<file path="src/mmu_pkg.sv">
`timescale 1ns / 1ps
// Shared types and constants of the matrix multiply unit.
package mmu_pkg;

    localparam int MAX_DIM    = 8;
    localparam int IDX_W      = $clog2(MAX_DIM);
    localparam int ADDR_W     = 2 * IDX_W;
    localparam int VAL_W      = 32;
    localparam int PROD_W     = 2 * VAL_W;
    localparam int ACC_W      = PROD_W + IDX_W;
    localparam int FRAC_W     = 16;
    localparam int DIM_W      = 4;
    localparam int OP_W       = 2;
    localparam int CFG_IDX_W  = 2;
    localparam int IN_DATA_W  = 40;
    localparam int OUT_DATA_W = 40;
    localparam int FIFO_DEPTH = 4;
    localparam int FIFO_PTR_W = $clog2(FIFO_DEPTH);

    typedef enum logic [OP_W-1:0] {
        OP_WRITE_A = 2'd0,
        OP_WRITE_B = 2'd1,
        OP_COMPUTE = 2'd2,
        OP_NONE    = 2'd3
    } op_t;

    typedef enum logic [CFG_IDX_W-1:0] {
        REG_ROWS_A    = 2'd0,
        REG_INNER_DIM = 2'd1,
        REG_COLS_B    = 2'd2
    } cfg_reg_t;

    typedef enum logic [1:0] {
        CMD_LOAD_A,
        CMD_LOAD_B,
        CMD_COMPUTE
    } cmd_kind_t;

    typedef enum logic {
        BK_IDLE,
        BK_RUN
    } back_state_t;

    typedef struct packed {
        cmd_kind_t         kind;
        logic [IDX_W-1:0]  row;
        logic [IDX_W-1:0]  col;
        logic [VAL_W-1:0]  value;
    } cmd_t;

    typedef struct packed {
        logic [IDX_W-1:0] m_last;
        logic [IDX_W-1:0] n_last;
        logic [IDX_W-1:0] p_last;
    } dims_t;

    typedef struct packed {
        logic             valid;
        logic             first;
        logic             lastk;
        logic             last;
        logic [IDX_W-1:0] i;
        logic [IDX_W-1:0] j;
    } tag_t;

    // Last valid index for a dimension register; the dimension is clamped to 1..MAX_DIM.
    function automatic logic [IDX_W-1:0] dim_last(input logic [DIM_W-1:0] d);
        logic [IDX_W-1:0] r;
        if (d == '0) begin
            r = '0;
        end else if (d > DIM_W'(MAX_DIM)) begin
            r = IDX_W'(MAX_DIM - 1);
        end else begin
            r = IDX_W'(d - 1'b1);
        end
        return r;
    endfunction

endpackage

</file>
<file path="src/mmu_fifo.sv">
`timescale 1ns / 1ps
// Short command queue between the front end and the back end.
module mmu_fifo (
    input  logic          aclk,
    input  logic          aresetn,
    input  logic          push,
    input  mmu_pkg::cmd_t push_cmd,
    output logic          full,
    input  logic          pop,
    output logic          not_empty,
    output mmu_pkg::cmd_t head
);

    mmu_pkg::cmd_t                   entries [mmu_pkg::FIFO_DEPTH];
    logic [mmu_pkg::FIFO_PTR_W-1:0]  wr_ptr_reg;
    logic [mmu_pkg::FIFO_PTR_W-1:0]  rd_ptr_reg;
    logic [mmu_pkg::FIFO_PTR_W:0]    count_reg;
    logic [mmu_pkg::FIFO_PTR_W:0]    count_next;
    logic                            do_push;
    logic                            do_pop;

    assign full      = count_reg == (mmu_pkg::FIFO_PTR_W+1)'(mmu_pkg::FIFO_DEPTH);
    assign not_empty = count_reg != '0;
    assign do_push   = push && !full;
    assign do_pop    = pop && not_empty;
    assign head      = entries[rd_ptr_reg];

    always_comb begin
        count_next = count_reg;
        if (do_push && !do_pop) begin
            count_next = count_reg + 1'b1;
        end else if (do_pop && !do_push) begin
            count_next = count_reg - 1'b1;
        end
    end

    always_ff @(posedge aclk) begin
        if (!aresetn) begin
            wr_ptr_reg <= '0;
            rd_ptr_reg <= '0;
            count_reg  <= '0;
        end else begin
            count_reg <= count_next;
            if (do_push) begin
                wr_ptr_reg <= wr_ptr_reg + 1'b1;
            end
            if (do_pop) begin
                rd_ptr_reg <= rd_ptr_reg + 1'b1;
            end
        end
    end

    always_ff @(posedge aclk) begin
        if (do_push) begin
            entries[wr_ptr_reg] <= push_cmd;
        end
    end

endmodule

</file>
<file path="config.mk">
export PLATFORM = sky130hd
export DESIGN_NAME = mmu_fifo
export DESIGN_NICKNAME = d
export VERILOG_FILES = /design/src/mmu_pkg.sv /design/src/mmu_fifo.sv
export SDC_FILE = /design/constraint.sdc
export NUM_CORES = 1
export LEC_CHECK = 0
export BUFFER_PORTS_ARGS = -buffer_cell sky130_fd_sc_hd__buf_2
export CAP_MARGIN = 10
export CORE_UTILIZATION = 50
export DETAILED_ROUTE_END_ITERATION = 6
export HOLD_SLACK_MARGIN = 0.06
export PLACE_DENSITY = 0.71
export SYNTH_ARGS = -nofsm -noshare
export SYNTH_HDL_FRONTEND = slang
export SYNTH_SLANG_ARGS = --single-unit
</file>
<file path="constraint.sdc">
create_clock -name aclk -period 4.3 [get_ports aclk]
set_clock_uncertainty 0.2 [all_clocks]
set_input_delay 0.43 -clock aclk [delete_from_list [all_inputs] [get_ports aclk]]
set_output_delay 0.43 -clock aclk [all_outputs]
set_load 0.01 [all_outputs]
</file>
; Yosys cells after proc, flatten, opt, wreduce, memory -nomap -nowiden
; Memory sizes are Yosys's and may differ from the RTL's. A register that Yosys moved wholly into a read port is not among the register bits.
; Index checks and enable logic that the tools add are counted.
[totals]
out_inout_bits = 42
inputBits = 44
ramBits = 160
n_memories = 1
reg_bits = 7
[memory_table]
columns = memory, depth, word_bits, rd, rd_ports_with_merged_regs, wr, line_no
row1 = entries, 4, 40, 1, 1, 1, mmu_fifo.sv:14  ; mmu_pkg::cmd_t entries [mmu_pkg::FIFO_DEPTH];
[classes]
addsub = 4
muxes = 6
reduce_logical = 9
n_eq_ne = 1
[ops]
columns = op, n
row1 = two-way mux 3 bit, 2
row2 = adder 2 x 1 -> 2 bit (second input constant), 2
row3 = logical AND 1 bit, 4
row4 = two-way mux 2 bit, 2
row5 = adder 3 x 1 -> 3 bit (second input constant), 1
row6 = equality test 3 bit (second input constant), 1
row7 = zero test 1 bit, 3
row8 = nonzero test 3 bit, 1
row9 = subtractor 3 x 1 -> 3 bit (second input constant), 1
row10 = two-way mux 1 bit, 2
row11 = nonzero test 2 bit, 1

; Depth between registers and ports, before layout
[logic_depth]
ltp_word = 7
depth_mapped = 9
ltp_nobuf = 8

; Worst setup path after synthesis
; Ideal clock, no wire load.
[synth_path]
path_kind = reg-to-reg
start = register count_reg[0] in the netlist's numbering
end = memory entries[0][0] in the netlist's numbering (enable)
arrival_time_ps = 1801
path_stages_with_launch = 5
synth_period_minus_slack_ps = 2402
path_slack_ps = 1898
path_cell_list = dfxtp_1 > nor3b_2 > nor2b_1 > buf_6 > and2_1
[synth_between]
elab_chain_cells = 5
[synth_rtl]
columns = item, line_no
row1 = "start, declared", mmu_fifo.sv:17  ; logic [mmu_pkg::FIFO_PTR_W:0] count_reg;
row2 = "start signal, assigned", mmu_fifo.sv:43  ; count_reg <= count_next;
row3 = equality test 3 bit, mmu_fifo.sv:22  ; assign full = count_reg == (mmu_pkg::FIFO_PTR_W+1)'(mmu_pkg::FIFO_DEPTH);
row4 = net full, mmu_fifo.sv:8  ; output logic full,
row5 = zero test 1 bit, mmu_fifo.sv:24  ; assign do_push = push && !full;
row6 = logical AND 1 bit, mmu_fifo.sv:24
row7 = net do_push, mmu_fifo.sv:19  ; logic do_push;
row8 = two-way mux 1 bit, mmu_fifo.sv:54  ; if (do_push) begin
row9 = two-way mux 1 bit (implied by the code), mmu_fifo.sv:55  ; entries[wr_ptr_reg] <= push_cmd;
row10 = "end, declared", mmu_fifo.sv:14
; The timed path passes the listed nets, and every way through them passes these cells.

==> results.cfg <==
[outcome]
status = finished clean

[global_routing]
grt_pass1_vias = 3116
grt_max_degree = 41
grt_pass1_wl_mm = 15.8
grt_overflow = 0
grt.total_usage = 0.174
antenna_found_initial = 0

[critical_path]
worstPathMaxFanout = 40
crit_path_end_kind = output pin
crit_type = reg -> out
worstPathRequired_ps = 3670
cp-start-kind = flop
r2r_slack_ps = 1670
worstPathArrival_ps = 2110

[yosys]
ys_seq_area_frac = 0.790
yosys_register_bits = 169
ys_warn_count = 0
synth_nets = 307
yosys.area.top_type = edfxtp_1
synthCells = 257
synthTopCellsByArea = edfxtp_1, mux4_2, dfxtp_1
syn_area_mm2 = 0.00631
synthDistinctLibCells = 22
yosysTopAreaCellShare = 0.762
syn_avg_cell_area_um2 = 24.5

[cells_and_area]
final_nets = 440
n_antenna_cell = 0
fillers = 830
syn2layout_area_growth_pct = 23.9
drive_gt1_frac = 0.395
fin_area_mm2 = 0.00781
largest_register_ffs = 160
finalNonFillerCells = 568

[placed_design]
numPlacedInstances = 499
place_ws_ps = 1670
hpwl_mm = 5.68
placed_cell_area_mm2 = 0.00683
gp_congestion = 0.748
port_buffers = 85

[clock_tree]
clock-sinks = 169
cts_resized = 0
clk_pin_slew_ps = 60
worstSkewPairLatency_ps = 410
cts_buffer_depth = 2
numCtsBuffers = 17
cts_tree = done
root_buffer = clkbuf_16
cts_max_level = 4

[timing]
report.final.setup_viol = 0
slew_headroom = 0.267
setup_tns_ps = 0
hold_violations = 0
worstMarginPinSlew_ps = 1100
rsz0062_at_grt = no
worst_slack_ps = 1560
finalCritPeriodShare = 0.637
max_freq_mhz = 365
slew_viol_final = 0
period_minus_slack_ps = 2740

[power_and_ir_drop]
leakagePower_nw = 2.68
p_total_w = 0.00459
p_per_area_mw_per_mm2 = 587
peakVddDrop_mv = 0.413

[route]
wire_per_inst_um = 17.9
postRouteWirelength_mm = 10.1
via_count = 2926
drtAntennaViolNets = 0
drt_iter0_drc = 282
firstDrtPassIters = 4
avgViaCountPerCell = 5.15
drc = 0

[flow_run]
max_cap_violations = 0

[floorplanning]
io_pins = 86
initial_utilization = 0.519
die_h_um = 114
core_mm2 = 0.0122
die_area_mm2 = 0.0131
die_w_um = 114
num_rows = 40

[worst_hold_path]
hold_path_class = in -> reg
cell type report:
cell class,instances,area [µm²],area share
Sequential cell,169,4990,0.639
Multi-Input combinational cell,74,1190,0.152
Timing Repair Buffer,125,826,0.106
Clock buffer,19,433,0.0554
Tap cell,168,210,0.0269
Clock inverter,10,154,0.0197
Inverter,3,11.3,0.00144
kinds of logic (layout without fill, tap and decap cells):
logic type | count (synthesis) | after routing | synth area share
buffers and inverters | 14 | 157 | 0.0218
adder cells (fa/ha/maj) | 6 | 6 | 0.0131
flip-flops | 169 | 169 | 0.790
AO/OA/AOI/OAI | 4 | 4 | 0.00536
XOR/XNOR | 4 | 4 | 0.00556
AND/OR/NAND/NOR | 17 | 17 | 0.0163
multiplexers | 43 | 43 | 0.148
power breakdown:
group,switching [W],internal [W],total (W)
Clock,0.000554,0.000956,0.00151
Combinational,0.000388,0.000501,0.000889
Sequential,0.000180,0.00201,0.00219
worst max-delay path, stage by stage, from the launching register on:
cell and delay (ps):
dfxtp_4 880, mux4_2 630, buf_2 160
cell usage after synthesis:
| library cell | instances |
|---|---|
| a21boi_0 | 1 |
| and2_1 | 8 |
| buf_12 | 4 |
| buf_2 | 4 |
| buf_6 | 2 |
| clkbuf_1 | 1 |
| dfxtp_1 | 9 |
| edfxtp_1 | 160 |
| fa_1 | 1 |
| ha_1 | 5 |
| inv_1 | 3 |
| mux2i_1 | 3 |
| mux4_2 | 40 |
| nand2_1 | 4 |
| nor2b_1 | 2 |
| nor3b_2 | 1 |
| o21ai_0 | 1 |
| o311ai_1 | 1 |
| o31ai_2 | 1 |
| or3_1 | 2 |
| xnor2_1 | 3 |
| xor2_1 | 1 |
what timing repair did:
item / CTS / global route
buffers inserted: 0 / 0
hold buffers: 40 / 0
hold endpoints to repair: 160 / 0
setup endpoints to repair: 0 / 0
routing by layer:
layer,track usage,vias to the layer above,routed length [µm]
li1,-,1333,-
met3,0.0609,4,650
met1,0.215,1486,4270
met4,0.0710,0,44
met2,0.282,103,5170
met5,0,-,0
cell usage in the layout, fill, tap and decap left out, drive strengths merged:
master       instances
mux2i                3
fa                   1
clkinvlp             1
xor2                 1
dfxtp                9
o21ai                1
inv                  3
dlygate4sd3         40
a21boi               1
bufinv               4
nand2                4
o311ai               1
nor3b                1
mux4                40
o31ai                1
ha                   5
nor2b                2
or3                  2
xnor2                3
clkinv               5
buf                 85
and2                 8
clkbuf              19
edfxtp             160
final timing paths:
check / from / to / depth (start not counted)
setup / recovery: flop / head[35] / 2
hold / removal: aresetn / count_reg[2]$_SDFFE_PN0P_ / 2
setup reg to reg: count_reg[0]$_SDFFE_PN0P_ / count_reg[2]$_SDFFE_PN0P_ / 8
hold reg to reg: wr_ptr_reg[1]$_SDFFE_PN0P_ / wr_ptr_reg[1]$_SDFFE_PN0P_ / 2
metrics by stage:
stage               hold slack [ps]  utilization
CTS                             148        0.642
floorplan                       268            -
detailed placement              295        0.561
finish                          158        0.642
global route                    142        0.642
global placement                286        0.561
Note: power is estimated with default switching activity, not from simulation.
