[config.mk]
export PLATFORM = sky130hd
export DESIGN_NAME = mmu_front
export DESIGN_NICKNAME = d
export VERILOG_FILES = /design/src/mmu_pkg.sv /design/src/mmu_front.sv
export SDC_FILE = /design/constraint.sdc
export NUM_CORES = 1
export LEC_CHECK = 0
export BUFFER_PORTS_ARGS = -buffer_cell sky130_fd_sc_hd__buf_2
export CORE_AREA = 8 8 60 62
export DETAILED_ROUTE_END_ITERATION = 6
export DIE_AREA = 0 0 68 70
export PLACE_DENSITY = 0.89
export SLEW_MARGIN = 0
export SYNTH_ARGS = -nofsm -noshare
export SYNTH_HDL_FRONTEND = slang
export SYNTH_SLANG_ARGS = --single-unit
export TNS_END_PERCENT = 50
[constraint.sdc]
create_clock -name aclk -period 2.18 [get_ports aclk]
set_clock_uncertainty 0.1 [all_clocks]
set_input_delay 0.436 -clock aclk [delete_from_list [all_inputs] [get_ports aclk]]
set_output_delay 0.436 -clock aclk [all_outputs]
set_load 0.02 [all_outputs]
[src/mmu_pkg.sv]
`timescale 1ns / 1ps
// Shared types and constants of the matrix multiply unit.
package mmu_pkg;

    localparam int MAX_DIM    = 8;
    localparam int IDX_W      = $clog2(MAX_DIM);
    localparam int ADDR_W     = 2 * IDX_W;
    localparam int VAL_W      = 32;
    localparam int PROD_W     = 2 * VAL_W;
    localparam int ACC_W      = PROD_W + IDX_W;
    localparam int FRAC_W     = 16;
    localparam int DIM_W      = 4;
    localparam int OP_W       = 2;
    localparam int CFG_IDX_W  = 2;
    localparam int IN_DATA_W  = 40;
    localparam int OUT_DATA_W = 40;
    localparam int FIFO_DEPTH = 4;
    localparam int FIFO_PTR_W = $clog2(FIFO_DEPTH);

    typedef enum logic [OP_W-1:0] {
        OP_WRITE_A = 2'd0,
        OP_WRITE_B = 2'd1,
        OP_COMPUTE = 2'd2,
        OP_NONE    = 2'd3
    } op_t;

    typedef enum logic [CFG_IDX_W-1:0] {
        REG_ROWS_A    = 2'd0,
        REG_INNER_DIM = 2'd1,
        REG_COLS_B    = 2'd2
    } cfg_reg_t;

    typedef enum logic [1:0] {
        CMD_LOAD_A,
        CMD_LOAD_B,
        CMD_COMPUTE
    } cmd_kind_t;

    typedef enum logic {
        BK_IDLE,
        BK_RUN
    } back_state_t;

    typedef struct packed {
        cmd_kind_t         kind;
        logic [IDX_W-1:0]  row;
        logic [IDX_W-1:0]  col;
        logic [VAL_W-1:0]  value;
    } cmd_t;

    typedef struct packed {
        logic [IDX_W-1:0] m_last;
        logic [IDX_W-1:0] n_last;
        logic [IDX_W-1:0] p_last;
    } dims_t;

    typedef struct packed {
        logic             valid;
        logic             first;
        logic             lastk;
        logic             last;
        logic [IDX_W-1:0] i;
        logic [IDX_W-1:0] j;
    } tag_t;

    // Last valid index for a dimension register; the dimension is clamped to 1..MAX_DIM.
    function automatic logic [IDX_W-1:0] dim_last(input logic [DIM_W-1:0] d);
        logic [IDX_W-1:0] r;
        if (d == '0) begin
            r = '0;
        end else if (d > DIM_W'(MAX_DIM)) begin
            r = IDX_W'(MAX_DIM - 1);
        end else begin
            r = IDX_W'(d - 1'b1);
        end
        return r;
    endfunction

endpackage

[src/mmu_front.sv]
`timescale 1ns / 1ps
// Front end: configuration registers, input acceptance and command classification.
module mmu_front (
    input  logic                             aclk,
    input  logic                             aresetn,
    input  logic                             cfg_wr_en,
    input  logic [mmu_pkg::CFG_IDX_W-1:0]    cfg_index,
    input  logic [mmu_pkg::DIM_W-1:0]        cfg_wdata,
    input  logic                             s_tvalid,
    output logic                             s_tready,
    input  logic [mmu_pkg::IN_DATA_W-1:0]    s_tdata,
    input  logic [mmu_pkg::OP_W-1:0]         s_tuser,
    input  logic                             fifo_full,
    output logic                             push,
    output mmu_pkg::cmd_t                    push_cmd,
    output mmu_pkg::dims_t                   dims
);

    logic [mmu_pkg::DIM_W-1:0] rows_a_reg;
    logic [mmu_pkg::DIM_W-1:0] inner_dim_reg;
    logic [mmu_pkg::DIM_W-1:0] cols_b_reg;
    mmu_pkg::op_t              op;

    always_ff @(posedge aclk) begin
        if (!aresetn) begin
            rows_a_reg    <= mmu_pkg::DIM_W'(4);
            inner_dim_reg <= mmu_pkg::DIM_W'(4);
            cols_b_reg    <= mmu_pkg::DIM_W'(4);
        end else if (cfg_wr_en) begin
            unique case (mmu_pkg::cfg_reg_t'(cfg_index))
                mmu_pkg::REG_ROWS_A:    rows_a_reg    <= cfg_wdata;
                mmu_pkg::REG_INNER_DIM: inner_dim_reg <= cfg_wdata;
                mmu_pkg::REG_COLS_B:    cols_b_reg    <= cfg_wdata;
                default: ;
            endcase
        end
    end

    assign dims.m_last = mmu_pkg::dim_last(rows_a_reg);
    assign dims.n_last = mmu_pkg::dim_last(inner_dim_reg);
    assign dims.p_last = mmu_pkg::dim_last(cols_b_reg);

    assign s_tready = !fifo_full;
    assign op       = mmu_pkg::op_t'(s_tuser);

    always_comb begin
        push_cmd.row   = s_tdata[mmu_pkg::IDX_W-1:0];
        push_cmd.col   = s_tdata[2*mmu_pkg::IDX_W-1:mmu_pkg::IDX_W];
        push_cmd.value = s_tdata[2*mmu_pkg::IDX_W+mmu_pkg::VAL_W-1:2*mmu_pkg::IDX_W];
        push_cmd.kind  = mmu_pkg::CMD_COMPUTE;
        push           = 1'b0;
        unique case (op)
            mmu_pkg::OP_WRITE_A: begin
                push_cmd.kind = mmu_pkg::CMD_LOAD_A;
                push          = s_tvalid && s_tready;
            end
            mmu_pkg::OP_WRITE_B: begin
                push_cmd.kind = mmu_pkg::CMD_LOAD_B;
                push          = s_tvalid && s_tready;
            end
            mmu_pkg::OP_COMPUTE: begin
                push_cmd.kind = mmu_pkg::CMD_COMPUTE;
                push          = s_tvalid && s_tready;
            end
            default: begin
                push = 1'b0;
            end
        endcase
    end

endmodule

* After elaboration in Yosys (flattened, before gate mapping)
Index checks and enable logic that the tools add are counted.
Word-level totals: register bits 12, latch bits 0, RAM bits 0, ROM bits 0, input port bits 53, memories kept 0
Operators by class: $add $sub $neg 3, $mul 0, divide/modulo/power cells 0, $lt $le $gt $ge 3, eq/ne operators 4, shifts and indexed selects 0, muxes and demuxes 8, bitwise gates (word level) 0, reductions and logical operators 11
Operator list (count):
- 3-bit two-way mux | 6
- 4-bit > comparator (second input constant) | 3
- 4-bit logical NOT | 3
- 3-bit by 1-bit subtractor with 3-bit output (second input constant) | 3
- 2-bit AND reduction | 3
- 2-bit by 1-bit == test with 1-bit output (second input constant) | 2
- 2-bit == test (second input constant) | 2
- 2-bit logical NOT | 2
- 2-bit case mux with 2 select lines | 1
- 3-bit OR reduction | 1
- 1-bit logical AND | 1
- 1-bit logical NOT | 1
- 1-bit two-way mux | 1

* Logic depth before layout (Yosys ltp)
word-level depth 3, depth in mapped cells 4, depth with buffers taken out 4

* Worst setup path after synthesis
OpenSTA, ideal clock, no wires.
kind reg2out, start point register inner_dim_reg[0] (netlist name), end point output dims[4] (netlist name), arrival time 1064 ps, required time 1644 ps, setup slack 580 ps, cell stages (with the launch flop) 5, path buffers 0, path through dfxtp_1 > inv_1 > ha_1 > inv_1 > maj3_1
RTL lines:
- start, declared | RTL line mmu_front.sv:20 | logic [mmu_pkg::DIM_W-1:0] inner_dim_reg;
- start signal, assigned | RTL line mmu_front.sv:27 | inner_dim_reg <= mmu_pkg::DIM_W'(4);
- start signal, assigned | RTL line mmu_front.sv:32 | mmu_pkg::REG_INNER_DIM: inner_dim_reg <= cfg_wdata;
- end, declared | RTL line mmu_front.sv:16 | output mmu_pkg::dims_t dims

==> results by stage <==
STA:
- The final-report max-slew violation count is 0.
- For the pin with the worst max-slew slack, the measured transition is 0.2912 ns.
- Of the available clock period, the critical path in the final layout requires 0.9192.
- Counting I/O delays and the setup requirement, the final critical path takes 2.004 ns.
- Setup violations remaining at the end of the flow were counted as 0.
- The smallest setup slack after layout is 0.1761 ns.
- Setup repair after global routing left no endpoint under its margin.
- The total count of hold-check failures in the final report came to 0.
- The final total negative setup slack is 0 ns.
- The worst pin sits at a relative slew slack of 0.8053.
- Derived from the worst setup path, the maximum achievable clock frequency is 499.0 MHz.

Critical path:
- The worst setup path is launched from a register.
- The maximum net fanout on the critical path is 2.
- The worst register-to-register path begins at rows_a_reg[3]$_SDFFE_PN0P_.
- For the worst setup path, the data required time is 1.64 ns.
- The capturing point of the worst reg2reg path is rows_a_reg[3]$_SDFFE_PN0P_.
- For the worst flop-to-flop path, the logic depth is 2.
- The worst setup path endpoint is dims[4].
- STA classifies the critical path endpoint as an output port.
- For the worst setup path, the data arrival time is 1.47 ns.
- The critical path starts at inner_dim_reg[0]$_SDFFE_PN0P_.
- The startpoint-to-endpoint class of the critical path is reg -> out.
- The minimum setup slack among reg-to-reg paths is 1.42 ns.

Floorplan:
- The horizontal extent of the die is 68 um.
- The die area is 4760 um2.
- The number of primary I/O pins is 104.
- The core region is 2663 um2.
- For this configuration, the core starts out at a cell density of 0.3609.
- The total number of placement rows is 19.
- The die height is 70 um.

GRT:
- The number of global-route vias before repair is 579.
- Entering global routing, the biggest net connects 17 pins.
- The all-layer global routing usage is 0.06342.
- The number of antenna violations at the first check in global routing is 0.
- The global route total overflow is 0.
- The first global-routing pass estimated 2408 um of wire.

Layout:
- The repair_antennas step left the layout with diodes totalling 0.
- The number of fill cells is 290.
- The layout-stage area growth over the synthesis result is -10.29%.
- For this run, the share of the core covered by cells in the final layout is 0.3238.
- For this run, the post-layout net count is 161.
- Of the cells placed in the final design, the portion with a size suffix greater than 1 is 0.2788.

Run status:
- The run finished with clean final reports.

Routing:
- The detailed-router iteration count before antenna repair is 3.
- The number of antenna-violating nets in the routed design is 0.
- The routed via count is 611.
- The detailed router finished its first iteration with 5 violations.
- The detailed-route vias per instance is 4.526.
- For this block, the routed nets add up to 1647 um of wire.
- In the final routed layout, each cell accounts on average for 12.20 um.
- The detailed-route DRC error count is 0.

Power and ir drop:
- The reported leakage power is 0.0004606 uW.
- The peak supply drop is 436.1 uV.
- For this design the ratio of total power to cell area is 598.3 nW/um2.
- The total power of the final layout is 515.8 uW.

Placement:
- The worst setup slack before clock tree synthesis is 0.4713 ns.
- The wire-length estimate of the detail-placed layout is 1343 um.
- At the end of routability-driven placement, the weighted congestion stood at 0.7514.
- Buffers placed on the I/O ports in this run total 25.

Clocking:
- The clock-pin slew of the registers on the worst-case setup and hold paths is 0.08 ns.
- The longest clock path from root to sink contains 2 buffers.
- In this run, post-CTS repair resized a total of 0 instances.
- For the worst-skew pair, the clock arrives at the later sink with an insertion delay of 0.27 ns.
- The number of hold buffers added after CTS is 0.
- The TritonCTS clock tree is built.
- In this run, CTS created clock tree buffers numbering 3.
- CTS placed an instance of clkbuf_4 at the clock tree root.
- The number of H-tree branching levels is 1.
- The total clock sinks is 12.
- The number of setup buffers added after CTS is 0.

Synth:
- The number of warnings issued by yosys is 0.
- The number of distinct library cells after synthesis is 16.
- Of the post-synthesis cell area, the dominant cell type holds 0.2969.
- The average cell area after synthesis is 8.284 um2.
- Counting flops with an async set or reset pin after synthesis yields a share of 0.
- Of the synthesized area, sequential elements account for 0.2500.
- The count of flip-flops with a built-in enable after synthesis is 0.
- Counting every net in the synthesized netlist gives 172.
- The cell taking the most area after synthesis is buf_4.
- The synthesized instance count is 116.
- Among all cell types in the netlist, the one instantiated most often is buf_4.
- The number of synthesized register bits is 12.
- The total standard cell area after synthesis is 960.9 um2.
- In the synthesized netlist the dominant register cell turns out to be dfxtp_1.
- The commonest cells after synthesis are buf_4, inv_1, nand2_1, dfxtp_1, mux2i_1.
- By area the synthesized netlist is led by buf_4, dfxtp_1, mux2i_1.

Min path:
- The worst hold path belongs to the class in -> reg.

Flow run:
- The reported max-cap violation count is 0.
[power breakdown]
part           leakage, uW  switching, uW  internal, uW
clock            0.0000210           78.2           102
combinational     0.000342           59.2          44.6
sequential       0.0000977           5.35           227
[cell usage in the layout (no fill, tap or decap)]
cell type / instances
a21o_1: 5
and3_1: 1
and3b_1: 1
buf_2: 25
clkbuf_4: 3
clkbuf_8: 1
dfxtp_1: 12
ha_1: 3
inv_1: 13
maj3_1: 4
mux2i_1: 12
nand2_1: 13
nand2b_1: 3
nand3b_1: 2
nor2b_1: 5
or3b_1: 1
[how the worst min path moves through the flow]
stage | start | to | slack (ns) | cells after the start
2_1_floorplan | cols_b_reg[1]$_SDFFE_PN0P_ | cols_b_reg[1]$_SDFFE_PN0P_ | 0.33 | 2
3_3_place_gp | inner_dim_reg[1]$_SDFFE_PN0P_ | inner_dim_reg[1]$_SDFFE_PN0P_ | 0.35 | 2
3_5_place_dp | rows_a_reg[0]$_SDFFE_PN0P_ | rows_a_reg[0]$_SDFFE_PN0P_ | 0.36 | 2
4_1_cts | cfg_wdata[2] | inner_dim_reg[2]$_SDFFE_PN1P_ | 0.35 | 3
5_1_grt | cfg_wdata[2] | inner_dim_reg[2]$_SDFFE_PN1P_ | 0.36 | 3
6_report | cfg_wdata[2] | inner_dim_reg[2]$_SDFFE_PN1P_ | 0.35 | 3
[final cells by class]
cell class	instances	area, um2	area share
inverters	13	48.80	0.05660
flip-flops and latches	12	240.2	0.2787
clock buffers	4	36.28	0.04209
well taps	31	38.79	0.04499
repair buffers	25	125.1	0.1451
multi-input cells	50	372.9	0.4325
[metrics by stage]
step	hold WS (ns)	cells	instance area [um2]
2_1_floorplan	0.3347	116	960.9
3_3_place_gp	0.3469	131	825.8
3_5_place_dp	0.3579	131	825.8
4_1_cts	0.3502	135	862.1
5_1_grt	0.3643	135	862.1
6_report	0.3480	135	862.1
[critical path, cell delays in order (launching register included)]
cell and delay [ns]:
dfxtp_1 0.33, inv_1 0.06, ha_1 0.27, inv_1 0.04, maj3_1 0.32, buf_2 0.17
[routing by layer]
metal | vias up | wire length [um] | GRT usage
met1 | 282 | 675 | 0.06928
li1 | 300 | - | -
met3 | 4 | 243 | 0.03509
met4 | 0 | 22 | 0.02278
met5 | - | 0 | 0
met2 | 25 | 706 | 0.09916
[logic make-up after synthesis]
logic type	Yosys count	synth area share
muxes	12	0.1250
adders and majority gates	7	0.08073
AOI/OAI and AO/OA	5	0.03907
DFF	12	0.2500
and+or+nand+nor	26	0.1432
buffers and inverters	54	0.3620
No activity file was read; power rests on OpenSTA's default activity.
